$ cat config.mk
export PLATFORM = sky130hd
export DESIGN_NAME = gcd_lcm_unit_flat
export DESIGN_NICKNAME = d
export VERILOG_FILES = /design/src/hdl/glu_pkg.sv /design/src/hdl/glu_if.sv /design/src/hdl/glu_ctrl.sv /design/src/hdl/glu_datapath.sv /design/src/hdl/gcd_lcm_unit.sv /design/src/flat_wrapper.sv
export SDC_FILE = /design/constraint.sdc
export NUM_CORES = 2
export LEC_CHECK = 0
export BUFFER_PORTS_ARGS = -buffer_cell sky130_fd_sc_hd__buf_2
export CAP_MARGIN = 10
export CORE_ASPECT_RATIO = 0.6
export CORE_MARGIN = 3
export CORE_UTILIZATION = 60
export CTS_CLUSTER_DIAMETER = 120
export CTS_CLUSTER_SIZE = 28
export DETAILED_ROUTE_END_ITERATION = 8
export PLACE_DENSITY_LB_ADDON = 0.2
export RECOVER_POWER = 25
export REMOVE_ABC_BUFFERS = 1
export SLEW_MARGIN = 20
export SYNTH_ARGS = -nofsm -noshare
export SYNTH_HDL_FRONTEND = slang
export SYNTH_SLANG_ARGS = --single-unit
$ cat constraint.sdc
create_clock -name clk -period 9.8 [get_ports clk]
set_clock_uncertainty 0.15 [all_clocks]
set_input_delay 1.96 -clock clk [delete_from_list [all_inputs] [get_ports clk]]
set_output_delay 1.96 -clock clk [all_outputs]
set_load 0.01 [all_outputs]
$ cat src/hdl/glu_pkg.sv
// ============================================================================
// glu_pkg
// Shared command and status types for the GCD/LCM unit.
// ============================================================================
`default_nettype none

package glu_pkg;

    typedef struct packed {
        logic load;         // capture operands into x/y and a/b
        logic eu_start;     // start x mod y on the shared divider
        logic div_step;     // advance the divider one quotient bit
        logic eu_swap;      // x <= y, y <= remainder
        logic q_start;      // capture divisor, start a / divisor
        logic result_load;  // write the result registers
    } cmd_t;

    typedef struct packed {
        logic xy_zero;      // x or y is zero: Euclid loop is done
        logic ab_zero;      // an operand is zero: multiple is zero
        logic div_last;     // divider is on its last bit
    } status_t;

endpackage

`default_nettype wire

$ cat src/hdl/glu_if.sv
// ============================================================================
// glu_req_if / glu_rsp_if
// Valid/ready channels for operand requests and results.
// ============================================================================
`default_nettype none

interface glu_req_if #(
    parameter int OPERAND_BITS = 31
);
    logic                    valid;
    logic                    ready;
    logic [OPERAND_BITS-1:0] first_value;
    logic [OPERAND_BITS-1:0] second_value;

    modport source (output valid, output first_value, output second_value, input ready);
    modport sink   (input valid, input first_value, input second_value, output ready);
endinterface

interface glu_rsp_if #(
    parameter int OPERAND_BITS = 31
);
    logic                      valid;
    logic                      ready;
    logic [OPERAND_BITS-1:0]   divisor;
    logic [2*OPERAND_BITS-1:0] multiple;

    modport source (output valid, output divisor, output multiple, input ready);
    modport sink   (input valid, input divisor, input multiple, output ready);
endinterface

`default_nettype wire

$ cat src/hdl/glu_ctrl.sv
// ============================================================================
// glu_ctrl
// Sequencer for the Euclid loop, the quotient pass and result hand-off.
// ============================================================================
`default_nettype none

module glu_ctrl (
    input  wire logic             clk,
    input  wire logic             rst_n,
    input  wire logic             in_valid,
    output logic                  in_ready,
    output logic                  out_valid,
    input  wire logic             out_ready,
    output glu_pkg::cmd_t         cmd,
    input  wire glu_pkg::status_t status
);

    localparam logic [2:0] ST_IDLE   = 3'd0;
    localparam logic [2:0] ST_CHECK  = 3'd1;
    localparam logic [2:0] ST_EUDIV  = 3'd2;
    localparam logic [2:0] ST_SWAP   = 3'd3;
    localparam logic [2:0] ST_QDIV   = 3'd4;
    localparam logic [2:0] ST_FINISH = 3'd5;

    logic [2:0] state_reg;
    logic [2:0] state_next;
    logic       out_valid_reg;
    logic       out_valid_next;

    always_comb
    begin
        state_next = state_reg;
        cmd        = '0;
        in_ready   = 1'b0;
        case (state_reg)
            ST_IDLE:
            begin
                in_ready = 1'b1;
                if (in_valid)
                begin
                    cmd.load   = 1'b1;
                    state_next = ST_CHECK;
                end
            end
            ST_CHECK:
            begin
                if (status.xy_zero)
                begin
                    cmd.q_start = 1'b1;
                    state_next  = status.ab_zero ? ST_FINISH : ST_QDIV;
                end
                else
                begin
                    cmd.eu_start = 1'b1;
                    state_next   = ST_EUDIV;
                end
            end
            ST_EUDIV:
            begin
                cmd.div_step = 1'b1;
                if (status.div_last)
                begin
                    state_next = ST_SWAP;
                end
            end
            ST_SWAP:
            begin
                cmd.eu_swap = 1'b1;
                state_next  = ST_CHECK;
            end
            ST_QDIV:
            begin
                cmd.div_step = 1'b1;
                if (status.div_last)
                begin
                    state_next = ST_FINISH;
                end
            end
            ST_FINISH:
            begin
                if (!out_valid_reg || out_ready)
                begin
                    cmd.result_load = 1'b1;
                    state_next      = ST_IDLE;
                end
            end
            default:
            begin
                state_next = ST_IDLE;
            end
        endcase
    end

    always_comb
    begin
        out_valid_next = out_valid_reg && !out_ready;
        if (cmd.result_load)
        begin
            out_valid_next = 1'b1;
        end
    end

    assign out_valid = out_valid_reg;

    always_ff @(posedge clk or negedge rst_n)
    begin
        if (!rst_n)
        begin
            state_reg     <= ST_IDLE;
            out_valid_reg <= 1'b0;
        end
        else
        begin
            state_reg     <= state_next;
            out_valid_reg <= out_valid_next;
        end
    end

endmodule

`default_nettype wire

$ cat src/hdl/glu_datapath.sv
// ============================================================================
// glu_datapath
// Operand registers, shared restoring divider, multiplier, result registers.
// ============================================================================
`default_nettype none

module glu_datapath #(
    parameter int OPERAND_BITS = 31
) (
    input  wire logic                      clk,
    input  wire logic [OPERAND_BITS-1:0]   first_value,
    input  wire logic [OPERAND_BITS-1:0]   second_value,
    input  wire glu_pkg::cmd_t             cmd,
    output glu_pkg::status_t               status,
    output logic [OPERAND_BITS-1:0]        divisor,
    output logic [2*OPERAND_BITS-1:0]      multiple
);

    localparam int N  = OPERAND_BITS;
    localparam int CW = $clog2(N);
    localparam logic [CW-1:0] LAST_BIT = CW'(N - 1);

    logic [N-1:0]   a_reg;
    logic [N-1:0]   b_reg;
    logic [N-1:0]   x_reg;
    logic [N-1:0]   y_reg;
    logic [N-1:0]   den_reg;
    logic [N-1:0]   rem_reg;
    logic [N-1:0]   quo_reg;
    logic [N-1:0]   g_reg;
    logic [CW-1:0]  cnt_reg;
    logic [N-1:0]   divisor_reg;
    logic [2*N-1:0] multiple_reg;

    logic [N:0]     shifted;
    logic [N+1:0]   trial;
    logic           fits;
    logic [N-1:0]   rem_next;
    logic [N-1:0]   quo_next;
    logic [2*N-1:0] product;

    always_comb
    begin
        shifted  = {rem_reg, quo_reg[N-1]};
        trial    = {1'b0, shifted} - {2'b00, den_reg};
        fits     = !trial[N+1];
        rem_next = fits ? trial[N-1:0] : shifted[N-1:0];
        quo_next = {quo_reg[N-2:0], fits};
        product  = quo_reg * b_reg;
    end

    assign status.xy_zero  = (x_reg == '0) || (y_reg == '0);
    assign status.ab_zero  = (a_reg == '0) || (b_reg == '0);
    assign status.div_last = (cnt_reg == LAST_BIT);

    always_ff @(posedge clk)
    begin
        if (cmd.load)
        begin
            a_reg <= first_value;
            b_reg <= second_value;
            x_reg <= first_value;
            y_reg <= second_value;
        end
        if (cmd.eu_start)
        begin
            den_reg <= y_reg;
            quo_reg <= x_reg;
            rem_reg <= '0;
            cnt_reg <= '0;
        end
        if (cmd.q_start)
        begin
            den_reg <= x_reg | y_reg;
            g_reg   <= x_reg | y_reg;
            quo_reg <= a_reg;
            rem_reg <= '0;
            cnt_reg <= '0;
        end
        if (cmd.div_step)
        begin
            rem_reg <= rem_next;
            quo_reg <= quo_next;
            cnt_reg <= cnt_reg + 1'b1;
        end
        if (cmd.eu_swap)
        begin
            x_reg <= den_reg;
            y_reg <= rem_reg;
        end
        if (cmd.result_load)
        begin
            divisor_reg  <= g_reg;
            multiple_reg <= status.ab_zero ? '0 : product;
        end
    end

    assign divisor  = divisor_reg;
    assign multiple = multiple_reg;

endmodule

`default_nettype wire

$ cat src/hdl/gcd_lcm_unit.sv
// ============================================================================
// gcd_lcm_unit
// Greatest common divisor and least common multiple of two unsigned operands.
// ============================================================================
// One request is worked at a time. The shared restoring divider retires one
// quotient bit per cycle; each Euclid step is a test, a divide and a swap.
// The multiple then takes one more divide of the first operand by the divisor
// and a multiply, registered into the result register. The Euclid loop runs
// at most about 45 steps at 31 bits; with a zero operand the divide of the
// quotient pass is skipped. A finished result waits in its output register
// while the next request is accepted.
// ============================================================================
`default_nettype none

module gcd_lcm_unit #(
    parameter int OPERAND_BITS = 31
) (
    input  wire logic clk,
    input  wire logic rst_n,
    glu_req_if.sink   request,
    glu_rsp_if.source result
);

    glu_pkg::cmd_t    cmd;
    glu_pkg::status_t status;

    glu_ctrl u_ctrl (
        .clk       (clk),
        .rst_n     (rst_n),
        .in_valid  (request.valid),
        .in_ready  (request.ready),
        .out_valid (result.valid),
        .out_ready (result.ready),
        .cmd       (cmd),
        .status    (status)
    );

    glu_datapath #(
        .OPERAND_BITS (OPERAND_BITS)
    ) u_datapath (
        .clk          (clk),
        .first_value  (request.first_value),
        .second_value (request.second_value),
        .cmd          (cmd),
        .status       (status),
        .divisor      (result.divisor),
        .multiple     (result.multiple)
    );

    a_busy_after_request: assert property (
        @(posedge clk) disable iff (!rst_n)
        request.valid && request.ready |=> !request.ready
    ) else $error("request accepted while a computation is in flight");

    a_zero_divisor_zero_multiple: assert property (
        @(posedge clk) disable iff (!rst_n)
        result.valid && (result.divisor == '0) |-> (result.multiple == '0)
    ) else $error("zero divisor with nonzero multiple");

    a_no_result_overwrite: assert property (
        @(posedge clk) disable iff (!rst_n)
        cmd.result_load |-> !result.valid || result.ready
    ) else $error("pending result overwritten");

endmodule

`default_nettype wire
$ cat src/flat_wrapper.sv
// flat-port wrapper written by rule: the top's interface ports become plain ports
module gcd_lcm_unit_flat 
#(
    parameter int OPERAND_BITS = 31
)
  (clk, rst_n, request_valid, request_first_value, request_second_value, request_ready, result_valid, result_divisor, result_multiple, result_ready);
  glu_req_if #(.OPERAND_BITS(OPERAND_BITS)) request_i ();
  glu_rsp_if #(.OPERAND_BITS(OPERAND_BITS)) result_i ();
  input  wire logic clk;
  input  wire logic rst_n;
  input wire logic [$bits(request_i.valid)-1:0] request_valid;
  input wire logic [$bits(request_i.first_value)-1:0] request_first_value;
  input wire logic [$bits(request_i.second_value)-1:0] request_second_value;
  output wire logic [$bits(request_i.ready)-1:0] request_ready;
  output wire logic [$bits(result_i.valid)-1:0] result_valid;
  output wire logic [$bits(result_i.divisor)-1:0] result_divisor;
  output wire logic [$bits(result_i.multiple)-1:0] result_multiple;
  input wire logic [$bits(result_i.ready)-1:0] result_ready;
  assign request_i.valid = request_valid;
  assign request_i.first_value = request_first_value;
  assign request_i.second_value = request_second_value;
  assign request_ready = request_i.ready;
  assign result_valid = result_i.valid;
  assign result_divisor = result_i.divisor;
  assign result_multiple = result_i.multiple;
  assign result_i.ready = result_ready;
  gcd_lcm_unit #(.OPERAND_BITS(OPERAND_BITS)) u_core (.clk(clk), .rst_n(rst_n), .request(request_i), .result(result_i));
endmodule
==> reports/qor.csv <==
metric;value;unit
Die Height;221.4;um
TNS Setup;0;ns
Mapped Cells;4605;
latest clock arrival within the worst-skew pair;0.58;ns
gr usage total;32.85;%
Post-Route WL;128.9;mm
status;complete, but fails checks;
Critical Path RT;10.04;ns
Placed Instances;5614;
Setup Fix Bufs, Post-CTS;0;
RSZ-0062 raised after global routing;false;
period utilisation layout;93.50;%
post-DP HPWL;102.5;mm
Synth Flop Type;edfxtp_1;
non-filler cells, final;5640;
vias post-DR;32990;
initial antenna violation count;4;
clock-pin slew on the worst setup and hold paths;0.11;ns
Overflow after GRT;0;
Arr. time, crit path;9.40;ns
final setup fails;0;
DRC;0;
Async S/R FF share, synth;1.143;%
CTS tree;built;
Worst Hold Class;reg -> reg;
post-route ant nets;0;
EDFF count, synth;346;
Layout Nets;5825;
library cells used by synthesis;63;
root cell of the clock tree;clkbuf_16;
Slew Viols, Final;151;
Ports;161;
Vias/cell;5.850;
clock sinks;350;
Max Cap Viol;3;
share of layout cells above drive strength 1;6.681;%
Mean Syn Cell Area;10.07;um2
Die ar.;80790;um2
core area;76030;um2
Area Overhead vs Synth;4.979;%
clk buf depth;3;
Avg WL per Cell;22.86;um
pin count of the biggest net entering global routing;87;
CP Capture Type;flop;
PortBufs;160;
final hold violations;0;
post-synthesis cell area;46380;um2
Largest register FFs;62;
max_slew headroom;-183.3;%
first-pass GRT wire length;202.2;mm
drt pass-1 iters;6;
drt first-iter violations;3631;
Yosys warnings;0;
CTS H-tree depth;1;
failing checks;max-capacitance violations, max-slew violations;
clock buffer count from CTS;17;
Worst-Margin Slew;4.249;ns
Startpoint Class;flop;
flop and latch count out of synthesis;350;
die width;365.0;um
n_diodes;0;
Cell Rows;78;
# resized after CTS;0;
initial core utilization;61.01;%
achievable frequency;109.1;MHz
Final min period;9.163;ns
placer congestion estimate;0.9444;
number of global-route vias before repair;33790;
crit-path max FO;32;
Seq/Total Area, Yosys;22.62;%
Crit Path Category;reg -> reg;
number of hold buffers added after cts;0;
[worst max-delay path, stage by stage, from the launching register on]
cell and delay [ns]:
edfxtp_1 1.11, and2_1 0.28, fa_1 0.43, fa_1 0.45, fa_1 0.54, inv_1 0.05, fa_1 0.47, inv_1 0.05
fa_1 0.48, fa_1 0.52, fa_1 0.50, inv_1 0.06, fa_1 0.47, inv_1 0.04, ha_1 0.35, a21oi_1 0.31
o21a_1 0.19, o21ai_0 0.12, a311oi_1 0.76, a211oi_1 0.37, o21ai_0 0.56, a21oi_1 0.17, or3_1 0.36, a21oi_1 0.14
[synthesized netlist by cell type (all sizes together), types with 2 or more instances]
cell type | count | area share (%)
inv | 868 | 7.0
fa | 838 | 36
nand2 | 612 | 5.0
and2 | 499 | 6.7
edfxtp | 346 | 22
ha | 288 | 7.8
clkbuf | 241 | 2.0
o21ai | 131 | 1.4
nor2 | 117 | 0.95
a21oi | 102 | 1.1
a21o | 74 | 1.2
mux2i | 56 | 1.2
or2 | 40 | 0.54
xnor2 | 36 | 0.68
xor2 | 35 | 0.66
mux2 | 33 | 0.80
nor4 | 30 | 0.40
nor3 | 29 | 0.32
nand4 | 26 | 0.35
nand3 | 24 | 0.26
a211oi | 16 | 0.27
a31oi | 15 | 0.20
o21a | 15 | 0.24
nor2b | 14 | 0.19
o21bai | 13 | 0.21
nand2b | 11 | 0.15
o211ai | 11 | 0.18
and3 | 10 | 0.13
buf | 9 | 0.11
a311oi | 7 | 0.13
or3 | 7 | 0.094
a41oi | 5 | 0.094
and4 | 5 | 0.094
o31ai | 5 | 0.081
a2111oi | 4 | 0.10
a221o | 4 | 0.086
dfrtp | 4 | 0.22
nor3b | 4 | 0.065
a21boi | 2 | 0.032
a31o | 2 | 0.038
o2111ai | 2 | 0.051
o22ai | 2 | 0.027
o41ai | 2 | 0.078
[worst paths after layout]
path,cells after the start,slack [ns],from,end
worst min-delay path,0,0.28,u_core.u_datapath.g_reg[30],u_core.u_datapath.divisor[30]
max in group asynchronous,1,8.28,rst_n,u_core.u_ctrl.out_valid
worst min register to register,0,0.28,u_core.u_datapath.g_reg[30],u_core.u_datapath.divisor[30]
worst max-delay path,23,0.64,u_core.u_datapath.b_reg[4],u_core.u_datapath.multiple[61]
worst max register to register,23,0.64,u_core.u_datapath.b_reg[4],u_core.u_datapath.multiple[61]
min in group asynchronous,1,1.05,rst_n,u_core.u_ctrl.state_reg[2]
[cells by family after synthesis]
logic type / share of synthesized area [%]
and+or+nand+nor: 15.27
AOI/OAI and AO/OA: 5.738
xor gates and xnor gates: 1.341
adders and majority gates: 43.94
buffers and inverters: 9.088
DFF: 22.62
muxes: 2.010
[routing by layer]
layer	vias up	GRT usage, %	part of all wire (%)
met3	201	8.545	12
met2	1777	45.06	41
met1	16710	52.17	44
met4	2	7.735	3.0
li1	14300	-	-
met5	-	0	0.010
[metrics by stage]
step / hold slack [ns] / cell area, um2 / util [%] / worst slack, ns
after floorplan: 0.2503 / 45430 / - / 0.1174
after global placement: 0.2513 / 48290 / 63.52 / 1.071
after detailed placement: 0.2545 / 48290 / 63.52 / 0.9737
after CTS: 0.2792 / 48800 / 64.19 / 0.9338
after global routing: 0.2892 / 48690 / 64.05 / 0.4914
final: 0.2782 / 48690 / 64.05 / 0.6366
[cell usage in the layout (no fill, tap or decap), types with 7 or more instances in the layout]
master,count
clkbuf_1,64
nand2b_1,11
a311oi_1,7
o21a_1,15
or2_2,40
xor2_1,35
nor4_1,30
nor3_1,28
clkbuf_16,17
buf_4,95
buf_2,104
nor2_1,116
inv_1,867
xnor2_1,36
o21ai_0,128
a21o_1,74
or3_1,7
nand2_1,611
mux2_2,33
ha_1,288
nand3_1,24
nor2b_1,14
edfxtp_1,346
fa_1,838
o211ai_1,11
o21bai_1,13
a21oi_1,102
a211oi_1,15
and3_1,10
mux2i_1,56
a31oi_1,15
and2_1,497
nand4_1,26
[final cells by class]
type,instances,area (um2)
multi-input cells,3137,31710
fillers,6132,27330
flip-flops and latches,350,10490
inverters,868,3258
repair buffers,259,1475
well taps,1000,1251
clock buffers,22,444.2
clock inverters,4,62.56
Power is left out: the tool's default activity adds up to more than one toggle a clock period on the data nets, which glitch-free logic cannot reach.
